===== src/rtl/htc_pkg.sv =====
// Types, constants and helpers for the humidity/temperature compensation block.
// No dependencies.
package htc_pkg;

  localparam int unsigned NumStages = 12;

  localparam logic [31:0] TempFineOffset = 32'd76800;
  localparam logic [31:0] HumMax         = 32'd419430400;
  localparam logic [31:0] HumBiasD       = 32'd2097152;
  localparam logic [31:0] HumRoundA      = 32'd16384;
  localparam logic [31:0] HumRoundE      = 32'd8192;
  localparam logic [31:0] HumBiasC       = 32'd32768;
  localparam logic [31:0] TempRound      = 32'd128;

  localparam int unsigned CfgIdxW  = 3;
  localparam int unsigned CfgDataW = 24;

  typedef enum logic [CfgIdxW-1:0] {
    REG_CAL_T1    = 3'd0,
    REG_CAL_T2    = 3'd1,
    REG_CAL_T3    = 3'd2,
    REG_CAL_H1    = 3'd3,
    REG_CAL_H2    = 3'd4,
    REG_CAL_H3    = 3'd5,
    REG_CAL_H4_H5 = 3'd6,
    REG_CAL_H6    = 3'd7
  } cfg_reg_e;

  typedef struct packed {
    logic [19:0] raw_temperature;
    logic [15:0] raw_humidity;
  } in_item_t;

  typedef struct packed {
    logic signed [15:0] temperature_centi;
    logic        [16:0] humidity_q10;
  } out_item_t;

  typedef struct packed {
    logic [15:0] t1;
    logic [15:0] t2;
    logic [15:0] t3;
    logic [7:0]  h1;
    logic [15:0] h2;
    logic [7:0]  h3;
    logic [23:0] h4h5;
    logic [7:0]  h6;
  } cal_regs_t;

  typedef struct packed {
    logic [NumStages-1:0] en;
  } pipe_ctrl_t;

  // arithmetic right shift of a 32-bit two's complement word
  function automatic logic [31:0] asr32(input logic [31:0] x, input int unsigned n);
    return 32'($signed(x) >>> n);
  endfunction

endpackage


===== src/rtl/htc_tfine.sv =====
// Stages 0..2: raw temperature to fine temperature and humidity offset term.
// Depends on htc_pkg.
module htc_tfine import htc_pkg::*; (
  input  logic        clk_i,
  input  pipe_ctrl_t  ctrl_i,
  input  in_item_t    in_data_i,
  input  cal_regs_t   cal_i,
  output logic [31:0] fine_o,
  output logic [31:0] hv_o,
  output logic [15:0] adch_o
);

  logic [31:0] t1, t2, t3;
  logic [31:0] x1, dt;
  logic [31:0] p1_q, dd_q, var1_q, p2_q, fine_q, hv_q;
  logic [31:0] fine_d;
  logic [15:0] adch0_q, adch1_q, adch2_q;

  assign t1 = {16'b0, cal_i.t1};
  assign t2 = {{16{cal_i.t2[15]}}, cal_i.t2};
  assign t3 = {{16{cal_i.t3[15]}}, cal_i.t3};
  assign x1 = (32'(in_data_i.raw_temperature) >> 3) - (t1 << 1);
  assign dt = (32'(in_data_i.raw_temperature) >> 4) - t1;
  assign fine_d = var1_q + asr32(p2_q, 14);

  always_ff @(posedge clk_i) begin
    if (ctrl_i.en[0]) begin
      p1_q    <= x1 * t2;
      dd_q    <= dt * dt;
      adch0_q <= in_data_i.raw_humidity;
    end
    if (ctrl_i.en[1]) begin
      var1_q  <= asr32(p1_q, 11);
      p2_q    <= asr32(dd_q, 12) * t3;
      adch1_q <= adch0_q;
    end
    if (ctrl_i.en[2]) begin
      fine_q  <= fine_d;
      hv_q    <= fine_d - TempFineOffset;
      adch2_q <= adch1_q;
    end
  end

  assign fine_o = fine_q;
  assign hv_o   = hv_q;
  assign adch_o = adch2_q;

endmodule


===== config.mk =====
export PLATFORM = sky130hd
export DESIGN_NAME = htc_tfine
export DESIGN_NICKNAME = d
export VERILOG_FILES = /design/src/rtl/htc_pkg.sv /design/src/rtl/htc_tfine.sv
export SDC_FILE = /design/constraint.sdc
export NUM_CORES = 2
export LEC_CHECK = 0
export ABC_AREA = 1
export BUFFER_PORTS_ARGS = -buffer_cell sky130_fd_sc_hd__clkbuf_2
export CORE_MARGIN = 3
export CORE_UTILIZATION = 29
export CTS_BUF_LIST = sky130_fd_sc_hd__clkbuf_16
export DETAILED_ROUTE_END_ITERATION = 12
export PLACE_DENSITY = 0.41
export REMOVE_ABC_BUFFERS = 1
export SKIP_LAST_GASP = 1
export SLEW_MARGIN = 20
export SYNTH_ARGS = -nofsm -noshare
export SYNTH_HDL_FRONTEND = slang
export SYNTH_SLANG_ARGS = --single-unit
export TNS_END_PERCENT = 30

===== constraint.sdc =====
create_clock -name clk_i -period 12.25 [get_ports clk_i]
set_clock_uncertainty 0.2 [all_clocks]
set_input_delay 3.0625 -clock clk_i [delete_from_list [all_inputs] [get_ports clk_i]]
set_output_delay 3.0625 -clock clk_i [all_outputs]
set_load 0.02 [all_outputs]

==> results.yml <==
clock_tree:
  cts_htree_levels: 4
  clockBufferDepth: 2
  holdBufCountCts: 0
  cts-root-buf: "clkbuf_16"
  ctsResizeCount: 0
  clk_latency_ns: 0.45
  cts.clk_slew.worst_paths_ns: 0.08
  cts_buffers: 17
  cts_sinks: 163
  post_cts_buffers: 0
  cts_tree: "yes"
yosys:
  synth_area_per_cell_um2: 8.499
  synth_mux_area_share_pct: 0
  async_flop_share_pct: 0
  synth_top_family_by_area: "adder cells"
  yosys.area_share.adder_pct: 51.02
  synth_edf_count: 163
  yosys.area_share.xor_xnor_pct: 2.614
  ys.flop_type: "edfxtp_1"
  ys_ff_latch: 163
  synth_area_um2: 38810
  synth_compound_area_share_pct: 3.901
  synth_cells: 4567
  yosys.area_share.simple_pct: 15.28
  ys_seq_area_share_pct: 12.61
  ys_types: 57
  yosysWarnings: 0
route:
  dr_total_vias: 27980
  wl_um: 113200
  drc: 0
  drtIter0Drc: 1498
  route.detailed.wl_per_inst_um: 17.67
  ant_nets: 0
  via_per_inst: 4.367
  first_pass_iters: 7
floorplan:
  fp.dieW_um: 371.8
  die_area_um2: 138300
  ios: 241
  design.core.area_um2: 132100
  initial_core_util_pct: 29.38
  rows: 133
  dieHeight_um: 371.8
min_path:
  hp-class: "flop to flop"
  holdCritStartpoint: "p1_q[20]"
placed_design:
  io_buffers: 164
  dpl.cell_count: 6374
  gp_congestion: 0.8434
  hpwl_um: 94360
timing:
  setup_viol: 0
  slew_headroom_pct: 31.02
  setup-tns-final_ns: 0
  fin_crit_sh_pct: 86.94
  fin_crit_ns: 10.65
  finalHoldViolCount: 0
  slew_viol_final: 0
  fmax_ghz: 0.09390
  whs_ns: 0.2082
  tightestPinTransition_ns: 1.034
  grt_setup_unrepaired: "false"
critical_path:
  timing.rr.start: "dd_q[21]"
  cp_slowest_cell: "fa_1"
  critPathCaptureType: "flop"
  critPathKind: "input pin to flop"
  critical_path.max_fanout: 20
  cp_data_arrival_time_ns: 10.65
  required_ns: 12.25
  critPathLaunchType: "input pin"
  cp_common_cell: "fa_1"
  slowest_delay_ns: 0.78
  crit_path_start: "in_data_i[20]"
flow_run:
  drv_cap: 0
layout:
  final_core_util_pct: 31.76
  fin_cells: 6407
  nNetsFinal: 5892
  area_growth_pct: 8.104
  mostFrequentLayoutCell: "inv_1"
  mostFrequentLayoutCells: "1290 x inv_1, 942 x nand2_1, 816 x fa_1"
  drive_gt1_share_pct: 6.493
grt:
  grt_max_degree: 58
  grt_pass1_vias: 30580
  grt.total_usage_pct: 16.92
  antenna_found_initial: 6
  grt_overflow: 0
  grt_pass1_wl_um: 180000
status:
  run_status: "finished, final reports clean"
-- through the flow --
stage	worst slack, ns	cell area, um^2
2_1_floorplan	1.836	38070
3_3_place_gp	1.105	41390
3_5_place_dp	1.082	41390
4_1_cts	1.562	41960
5_1_grt	1.069	41960
6_report	1.600	41960
-- synthesized netlist by cell type, types with 16 or more instances --
master	number	area share [%]
a21o_1	16	0.31
a21oi_1	127	1.6
buf_2	27	0.35
buf_4	32	0.62
clkbuf_1	77	0.74
edfxtp_1	163	13
fa_1	816	42
ha_1	277	8.9
inv_1	1290	12
nand2_1	942	9.1
nand3_1	83	1.1
nand4_1	26	0.42
nor2_1	342	3.3
nor3_1	20	0.26
o21ai_0	55	0.71
or2_2	22	0.35
xnor2_1	41	0.93
xor2_1	73	1.6
-- kinds of logic after synthesis --
family	Yosys count
XOR/XNOR	115
adder cells (fa/ha/maj)	1093
flip-flops	163
AND/OR/NAND/NOR	1477
AO/OA/AOI/OAI	262
buffers and inverters	1457
-- cell type report --
| class | instances | area (um^2) |
|---|---|---|
| inverter | 1307 | 4911 |
| tap | 1755 | 2196 |
| timing repair buffer | 202 | 1106 |
| multi-input combinational | 2947 | 28280 |
| clock buffer | 17 | 425.4 |
| fill | 14290 | 90170 |
| sequential | 163 | 4895 |
| clock inverter | 15 | 141.4 |
| antenna | 1 | 2.502 |
-- flip-flops by register name, indices dropped and copies added (netlist names) --
| name | flops |
|---|---|
| dd_q | 20 |
| hv_o | 13 |
| var1_q | 21 |
| p1_q | 21 |
| adch1_q | 16 |
| p2_q | 18 |
| adch_o | 16 |
| adch0_q | 16 |
| fine_o | 22 |
-- metal layers --
| metal | GRT usage (%) | share of wire, % |
|---|---|---|
| met4 | 2.956 | 1.6 |
| met2 | 29.07 | 48 |
| met5 | 0 | 0 |
| met3 | 0.9551 | 2.9 |
| met1 | 23.79 | 47 |
-- worst max-delay path: cells and delay by family --
family                     cells  cell delay [ns]
AOI/OAI and AO/OA              4             0.81
adders and majority gates      9             4.50
buffers and inverters          8             1.13
and+or+nand+nor               10             1.14
-- path summary, 6_finish.rpt --
check         endpoint  slack (ns)  depth (start not counted)
max           p1_q[30]        1.60                         31
min          var1_q[9]        0.21                          0
max reg2reg   p2_q[31]        5.74                         24
min reg2reg  var1_q[9]        0.21                          0
Power is left out: the tool's default activity adds up to more than one toggle a clock period on the data nets, which glitch-free logic cannot reach.
