$ cat config.mk
export PLATFORM = sky130hd
export DESIGN_NAME = htc_pipe_ctrl
export DESIGN_NICKNAME = d
export VERILOG_FILES = /design/src/rtl/htc_pkg.sv /design/src/rtl/htc_pipe_ctrl.sv
export SDC_FILE = /design/constraint.sdc
export NUM_CORES = 1
export LEC_CHECK = 0
export BUFFER_PORTS_ARGS = -buffer_cell sky130_fd_sc_hd__buf_2
export CAP_MARGIN = 5
export CORE_AREA = 3 3 40 42
export DETAILED_ROUTE_END_ITERATION = 10
export DIE_AREA = 0 0 43 45
export GPL_TIMING_DRIVEN = 0
export HOLD_SLACK_MARGIN = 0.08
export PLACE_DENSITY = 0.76
export SYNTH_ARGS = -nofsm -noshare
export SYNTH_HDL_FRONTEND = slang
export SYNTH_SLANG_ARGS = --single-unit
$ cat constraint.sdc
create_clock -name clk_i -period 1.4 [get_ports clk_i]
set_clock_uncertainty 0.2 [all_clocks]
set_input_delay 0.28 -clock clk_i [delete_from_list [all_inputs] [get_ports clk_i]]
set_output_delay 0.28 -clock clk_i [all_outputs]
set_load 0.005 [all_outputs]
$ cat src/rtl/htc_pkg.sv
// Types, constants and helpers for the humidity/temperature compensation block.
// No dependencies.
package htc_pkg;

  localparam int unsigned NumStages = 12;

  localparam logic [31:0] TempFineOffset = 32'd76800;
  localparam logic [31:0] HumMax         = 32'd419430400;
  localparam logic [31:0] HumBiasD       = 32'd2097152;
  localparam logic [31:0] HumRoundA      = 32'd16384;
  localparam logic [31:0] HumRoundE      = 32'd8192;
  localparam logic [31:0] HumBiasC       = 32'd32768;
  localparam logic [31:0] TempRound      = 32'd128;

  localparam int unsigned CfgIdxW  = 3;
  localparam int unsigned CfgDataW = 24;

  typedef enum logic [CfgIdxW-1:0] {
    REG_CAL_T1    = 3'd0,
    REG_CAL_T2    = 3'd1,
    REG_CAL_T3    = 3'd2,
    REG_CAL_H1    = 3'd3,
    REG_CAL_H2    = 3'd4,
    REG_CAL_H3    = 3'd5,
    REG_CAL_H4_H5 = 3'd6,
    REG_CAL_H6    = 3'd7
  } cfg_reg_e;

  typedef struct packed {
    logic [19:0] raw_temperature;
    logic [15:0] raw_humidity;
  } in_item_t;

  typedef struct packed {
    logic signed [15:0] temperature_centi;
    logic        [16:0] humidity_q10;
  } out_item_t;

  typedef struct packed {
    logic [15:0] t1;
    logic [15:0] t2;
    logic [15:0] t3;
    logic [7:0]  h1;
    logic [15:0] h2;
    logic [7:0]  h3;
    logic [23:0] h4h5;
    logic [7:0]  h6;
  } cal_regs_t;

  typedef struct packed {
    logic [NumStages-1:0] en;
  } pipe_ctrl_t;

  // arithmetic right shift of a 32-bit two's complement word
  function automatic logic [31:0] asr32(input logic [31:0] x, input int unsigned n);
    return 32'($signed(x) >>> n);
  endfunction

endpackage

$ cat src/rtl/htc_pipe_ctrl.sv
// Valid bits and per-stage load enables of the compensation pipeline.
// Depends on htc_pkg.
module htc_pipe_ctrl import htc_pkg::*; (
  input  logic       clk_i,
  input  logic       rst_ni,
  input  logic       in_valid_i,
  input  logic       out_stall_i,
  output logic       in_stall_o,
  output logic       out_valid_o,
  output pipe_ctrl_t ctrl_o
);

  logic [NumStages-1:0] valid_q;
  logic [NumStages-1:0] valid_d;
  logic [NumStages-1:0] en;

  // a stage loads when it is empty or its successor loads too
  always_comb begin
    en[NumStages-1] = !valid_q[NumStages-1] || !out_stall_i;
    for (int k = NumStages - 2; k >= 0; k--) begin
      en[k] = !valid_q[k] || en[k+1];
    end
  end

  always_comb begin
    valid_d = valid_q;
    if (en[0]) begin
      valid_d[0] = in_valid_i;
    end
    for (int k = 1; k < NumStages; k++) begin
      if (en[k]) begin
        valid_d[k] = valid_q[k-1];
      end
    end
  end

  always_ff @(posedge clk_i or negedge rst_ni) begin
    if (!rst_ni) begin
      valid_q <= '0;
    end else begin
      valid_q <= valid_d;
    end
  end

  assign ctrl_o.en   = en;
  assign in_stall_o  = !en[0];
  assign out_valid_o = valid_q[NumStages-1];

endmodule

==> impl_summary.txt, run 1 <==
----------------------------------------------------
[Outcome]
  Result of the run ... complete, but fails checks
  Violated checks ... setup timing

[Hold path]
  Worst Hold Class ... input pin to register

[Critical path]
  Worst setup path category ... register to primary output
  Required time of the critical path ... 920 ps
  Last element of the critical path ... in_stall_o
  Destination of the worst register-to-register timing path ... valid_q[6]
  Critical path fanouts, max ... 4
  Crit. Startpoint ... valid_q[10]
  Flop-to-flop setup slack ... -40 ps
  Worst r2r path cells ... 5
  Element type at the critical path end ... primary output
  Worst R2R Start ... valid_q[10]
  CP arrival ... 1260 ps
  Kind of start point of the critical path ... register

[Power and ir drop]
  Ratio of total power to cell area ... 1360 mW/mm^2
  Leak Pwr ... 0.401 nW
  Worst ir drop on vdd ... 0.773 mV
  Final total power ... 1.18 mW

[Job]
  Number of max-capacitance violations reported ... 0

[STA]
  Hold violation count in the final report ... 0
  Tcrit/Tclk final ... 124%
  Final setup viols ... 18
  Final hold slack ... 73.1 ps
  Timing-limited maximum frequency ... 575 MHz
  Smallest setup slack after layout ... -338 ps
  Post-layout min period ... 1740 ps
  Worst slew margin ... 82.3%
  Slew @ Worst Pin ... 266 ps
  Setup repair after global routing missed its margin ... yes
  Final Max Slew Viols ... 0

[Floorplanning]
  Starting utilization of the core area ... 40.9%
  Horiz. Die Dim ... 43 um
  Placement row count ... 13
  Die area ... 0.00194 mm^2
  Die extent in y ... 45 um
  Top-Level Pins ... 18
  Area of the core ... 0.00128 mm^2

[Placed design]
  Final HPWL DP ... 766 um
  # placed instances ... 76
  Final GP Congestion ... 0.705
  Port Buf Inserts ... 17
  Post-place setup slack ... -154 ps

[Final layout]
  Count of antenna diodes in the layout ... 0
  Most flops, register ... valid_q
  Nets ... 88
  Fin cells ... 98
  Share of the core filled with cells in the final layout ... 67.7%
  Number of flip-flops under the largest register name ... 12
  Largest registers ... valid_q (12)
  Fraction of final layout cells sized beyond drive strength 1 ... 62.7%
  Synth-to-layout area growth ... 65.5%

[Drt]
  Via count ... 519
  Number of optimization iterations in the first detailed-route pass ... 4
  DRC viols ... 0
  Number of nets with antenna violations after routing ... 0
  Iteration-0 DRC count of the detailed router ... 7
  Total Wirelength ... 1410 um
  WL/cell ... 14.4 um
  Avg Vias per Cell ... 5.30

[Logic synthesis]
  Number of storage elements in the synthesis netlist ... 12
  Share of the yosys chip area belonging to registers ... 57.1%
  Mean cell area of the mapped netlist ... 11.9 um^2
  Post-synthesis net count ... 48
  Post-synthesis cell type count ... 17
  Post-synthesis instance total ... 44
  Netlist area before placement ... 526 um^2
  Count of warnings emitted by yosys ... 0

[Clock tree]
  TritonCTS buffer count ... 3
  Clock insertion delay at the later pin of the skew report ... 270 ps
  Number of levels in the clock H-tree ... 1
  Root Buffer ... clkbuf_4
  Maximum buffer depth of the clock tree ... 2
  Clock transition time at the flip-flop clock pins of the worst setup and hold paths ... 70 ps
  CTS sink count ... 12
  TritonCTS clock tree ... yes

[Global route]
  Largest net degree at the start of global routing ... 13
  Overall overflow remaining after global route ... 0
  Total Routing Usage GR ... 16.4%
  Number of global-route vias before repair ... 495
  First-pass GRT wire length ... 2260 um
  Antenna violations before repair ... 0

----------------------------------------------------
## per-layer routing
layer	vias up	global-route usage (%)	wire (um)
met4	0	12.7	34
met1	250	19.3	606
met3	4	4.38	72
met5	-	0	0
li1	248	-	-
met2	17	25.4	695
## layout make-up
type	instances	area [um^2]
Fill cell	92	415
Sequential cell	12	302
Timing Repair Buffer	35	240
Multi-Input combinational cell	28	231
Buffer	3	37.5
Clock buffer	4	36.3
Tap cell	15	18.8
Inverter	1	3.75
## critical path, stage by stage, from the launching register on
cell     delay [ps]
dfrtp_1         350
and4_4          250
buf_6           110
and4_1          170
buf_2           110
## power breakdown
| group | internal [mW] | switching, mW | total (mW) | leakage [nW] |
|---|---|---|---|---|
| clock network | 0.158 | 0.113 | 0.271 | 0.0210 |
| logic | 0.279 | 0.205 | 0.484 | 0.250 |
| registers | 0.397 | 0.0297 | 0.427 | 0.130 |
## layout by cell type (no fill, tap or decap), drive strengths merged
cell,n
nand4,3
a41o,3
nand2b,3
a21o,2
and3,1
nand2,3
dlygate4sd3,2
clkbuf,4
nand3,5
inv,1
a31o,4
buf,36
and4,4
dfrtp,12
## synth_stat cells, drive strengths merged
cell type,count,area [um^2]
buf,3,21.3
and3,1,6.26
a21o,2,16.3
nand4,3,18.8
nand3,5,25.0
a41o,3,31.3
a31o,4,35.0
dfrtp,12,300
and4,4,37.5
nand2,3,11.3
inv,1,3.75
nand2b,3,18.8
## logic make-up (layout without fill, tap and decap cells)
| group | after synthesis | count (layout) | share of synthesized area [%] |
|---|---|---|---|
| AND/OR/NAND/NOR | 19 | 19 | 22.4 |
| AO/OA/AOI/OAI | 9 | 9 | 15.7 |
| flip-flops | 12 | 12 | 57.1 |
| buffers and inverters | 4 | 43 | 4.76 |
## what timing repair did
action | in CTS | in global routing
buffers inserted | 12 | 5
pin swaps | 10 | 5
hold endpoints to repair | 15 | 0
resized for setup | 12 | 5
setup endpoints to repair | 11 | 21
hold buffers | 2 | 0
## worst min path at each step
stage | cells past startpoint | start | endpoint | slack, ps
2_1_floorplan | 0 | rst_ni | valid_q[0] | -220
3_3_place_gp | 1 | rst_ni | valid_q[2] | -30
3_5_place_dp | 1 | rst_ni | valid_q[2] | -40
4_1_cts | 3 | out_stall_i | valid_q[11] | 60
5_1_grt | 3 | out_stall_i | valid_q[11] | 90
6_report | 3 | out_stall_i | valid_q[10] | 70
## per-stage QoR
step                      instance area, um^2  TNS, ps
after floorplan                           528        0
after global placement                    632    -1090
after detailed placement                  632    -1160
after CTS                                 816    -3460
after global routing                      870    -4520
final                                     870    -3590
Power figures use the tool's default switching activity.
==> inputs of run 2 (changes only) <==
--- a/config.mk
+++ b/config.mk
@@ -5,14 +5,15 @@
 export SDC_FILE = /design/constraint.sdc
 export NUM_CORES = 1
 export LEC_CHECK = 0
-export BUFFER_PORTS_ARGS = -buffer_cell sky130_fd_sc_hd__buf_2
+export ABC_AREA = 1
 export CAP_MARGIN = 5
 export CORE_AREA = 3 3 40 42
 export DETAILED_ROUTE_END_ITERATION = 10
 export DIE_AREA = 0 0 43 45
+export DONT_BUFFER_PORTS = 1
 export GPL_TIMING_DRIVEN = 0
 export HOLD_SLACK_MARGIN = 0.08
-export PLACE_DENSITY = 0.76
+export PLACE_DENSITY = 0.64
 export SYNTH_ARGS = -nofsm -noshare
 export SYNTH_HDL_FRONTEND = slang
 export SYNTH_SLANG_ARGS = --single-unit
==> impl_summary.txt, run 2 <==
----------------------------------------------------
[Power and ir drop]
  Leak Pwr ... 0.322 nW
  Worst ir drop on vdd ... 0.740 mV
  Ratio of total power to cell area ... 1430 mW/mm^2

[Placed design]
  Final GP Congestion ... 0.650
  # placed instances ... 65
  Final HPWL DP ... 573 um
  Port Buf Inserts ... 0

[Global route]
  Overall overflow remaining after global route ... 0
  First-pass GRT wire length ... 1290 um
  Antenna violations before repair ... 0
  Total Routing Usage GR ... 9.58%
  Largest net degree at the start of global routing ... 13
  Number of global-route vias before repair ... 321

[Floorplanning]
  Starting utilization of the core area ... 40.4%
  Horiz. Die Dim ... 43 um
  Placement row count ... 13
  Die extent in y ... 45 um
  Die area ... 0.00194 mm^2
  Top-Level Pins ... 18
  Area of the core ... 0.00128 mm^2

[STA]
  Final Max Slew Viols ... 0
  Tcrit/Tclk final ... 145%
  Timing-limited maximum frequency ... 491 MHz
  Smallest setup slack after layout ... -636 ps
  Slew @ Worst Pin ... 552 ps
  Setup repair after global routing missed its margin ... yes
  Post-layout min period ... 2040 ps
  Final setup viols ... 19
  Hold violation count in the final report ... 1
  Final hold slack ... -24.2 ps
  Worst slew margin ... 63.1%

[Logic synthesis]
  Combinational family with the most area after synthesis ... simple AND/OR/NAND/NOR gates
  Number of storage elements in the synthesis netlist ... 12
  Count of warnings emitted by yosys ... 0
  Largest cells by area after synthesis ... dfrtp_1, inv_1, nand4_4
  Area share of the largest cell type after synthesis ... 57.8%
  Number of enable flip-flop cells after synthesis ... 0
  Cell type with the largest total area after synthesis ... dfrtp_1
  Post-synthesis compound-gate area fraction ... 0%
  Post-synthesis cell type count ... 9
  Fraction of registers with async set or reset after synthesis ... 100%
  Mean cell area of the mapped netlist ... 10.4 um^2
  Synth Area in Adders ... 0%
  Most numerous cell in the Yosys netlist ... inv_1
  Share of synthesized cell area in and, or, nand and nor gates ... 32.0%
  Post-synthesis net count ... 54
  Xor/xnor share of the synthesized area ... 0%
  Post-synthesis instance total ... 50
  Multiplexer share of the synthesized area ... 0%
  Netlist area before placement ... 519 um^2
  Main synth FF type ... dfrtp_1
  Top cells by count, synth ... inv_1, dfrtp_1, nand2_1, or2_2, nor2_4
  Share of the yosys chip area belonging to registers ... 57.8%

[Final layout]
  Largest registers ... valid_q (12)
  Most flops, register ... valid_q
  Nets ... 66
  Leading cell type in the layout, fill and taps excluded ... inv_1
  Synth-to-layout area growth ... 25.1%
  Fraction of final layout cells sized beyond drive strength 1 ... 38.3%
  Commonest cells after routing, fill and taps aside ... inv_1, dfrtp_1, nand2_1, nor2_4, buf_4
  Fin cells ... 75
  Number of flip-flops under the largest register name ... 12
  Count of antenna diodes in the layout ... 0
  Count of fill cells added during filler insertion ... 127
  Share of the core filled with cells in the final layout ... 50.5%

[Job]
  Number of max-capacitance violations reported ... 0

[Critical path]
  Critical path fanouts, max ... 4
  CP arrival ... 1560 ps
  Kind of start point of the critical path ... register
  Destination of the worst register-to-register timing path ... valid_q[6]
  Flop-to-flop setup slack ... -260 ps
  Worst setup path category ... register to primary output
  Worst R2R Start ... valid_q[11]
  Required time of the critical path ... 920 ps
  Element type at the critical path end ... primary output
  Worst r2r path cells ... 8

[Clock tree]
  TritonCTS buffer count ... 3
  Clock insertion delay at the later pin of the skew report ... 260 ps
  Root Buffer ... clkbuf_4
  TritonCTS clock tree ... yes
  CTS sink count ... 12
  Maximum buffer depth of the clock tree ... 2
  Number of levels in the clock H-tree ... 1
  Total of hold buffers inserted after clock tree synthesis ... 2
  Clock transition time at the flip-flop clock pins of the worst setup and hold paths ... 70 ps

[Drt]
  Total Wirelength ... 854 um
  Iteration-0 DRC count of the detailed router ... 1
  WL/cell ... 11.4 um
  Top routing layer in use ... met3
  DRC viols ... 0
  Detailed route wirelength on metal3 ... 68 um
  Met2 wire length ... 420 um
  Met1 Wirelength ... 365 um
  Number of optimization iterations in the first detailed-route pass ... 3
  Via count ... 343
  Number of nets with antenna violations after routing ... 0
  Avg Vias per Cell ... 4.57

[Outcome]
  Result of the run ... complete, but fails checks
  Violated checks ... hold timing, setup timing

[Hold path]
  Hold EP ... valid_q[11]
  Worst Hold Class ... input pin to register
  Beginning of the worst hold path ... out_stall_i
  Number of instances on the worst hold path ... 2

----------------------------------------------------
run 2: cell types whose count changed after synthesis, sizes merged, moves of 2 or more:
cell / change
a21o: -2
a31o: -4
a41o: -3
and4: -4
buf: -3
inv: +13
nand2: +9
nand2b: -3
nand3: -4
nor2: +5
or2: +4
run 2: kinds of logic after synthesis:
family	Yosys count
buffers and inverters	14
and+or+nand+nor	24
DFF	12
run 2: area by class of cell:
| class | instances | area (um^2) | share of cell area [%] |
|---|---|---|---|
| sequential | 12 | 300 | 46.2 |
| tap | 15 | 18.8 | 2.89 |
| timing repair buffer | 7 | 61.3 | 9.44 |
| clock buffer | 3 | 22.5 | 3.47 |
| multi-input combinational | 24 | 191 | 29.5 |
| inverter | 14 | 55.1 | 8.48 |
run 2: worst max-delay path, cell delays in order, from the launching register on:
cell and delay (ps):
dfrtp_1 380, nand2_2 100, nor2_4 120, nand4_4 120, nor2_4 140, nand4_4 120, nor2_4 140, nand3_2 100
inv_1 80
run 2: layer usage:
layer	vias to the layer above	track usage, %
met5	-	0
met4	0	9.04
met3	0	3.19
met2	15	15.3
met1	163	9.90
li1	165	-
run 2: metrics by stage:
step	area, um^2	setup TNS [ps]	setup WS (ps)	hold WS [ps]	power (mW)
2_1_floorplan	519	-1120	-281	-216	0.607
3_3_place_gp	538	-2170	-394	-215	0.633
3_5_place_dp	538	-2290	-396	-215	0.638
4_1_cts	606	-6070	-688	-26.5	0.887
5_1_grt	649	-7490	-751	-32.3	0.989
6_report	649	-5910	-636	-24.2	0.927
run 2: how the worst max path moves through the flow:
stage                      from  slack, ps         end
finish              valid_q[11]       -640  in_stall_o
global route        valid_q[11]       -750  in_stall_o
CTS                 valid_q[11]       -690  in_stall_o
detailed placement  valid_q[11]       -400  in_stall_o
global placement    valid_q[11]       -390  in_stall_o
floorplan           valid_q[11]       -280  in_stall_o
run 2: timing repair:
| item | in CTS | in global routing |
|---|---|---|
| endpoints found under the hold margin | 14 | 1 |
| pin swaps | 1 | 2 |
| setup endpoints to repair | 16 | 19 |
| resized for setup | 1 | 9 |
| buffers inserted | 3 | 2 |
run 2: where the power goes:
group          internal (mW)  total (mW)  leakage (nW)  switching (mW)
Combinational          0.121       0.265         0.181           0.144
Clock                 0.0993       0.203        0.0138           0.104
Sequential             0.406       0.459         0.128          0.0530
Total                  0.626       0.927         0.322           0.301
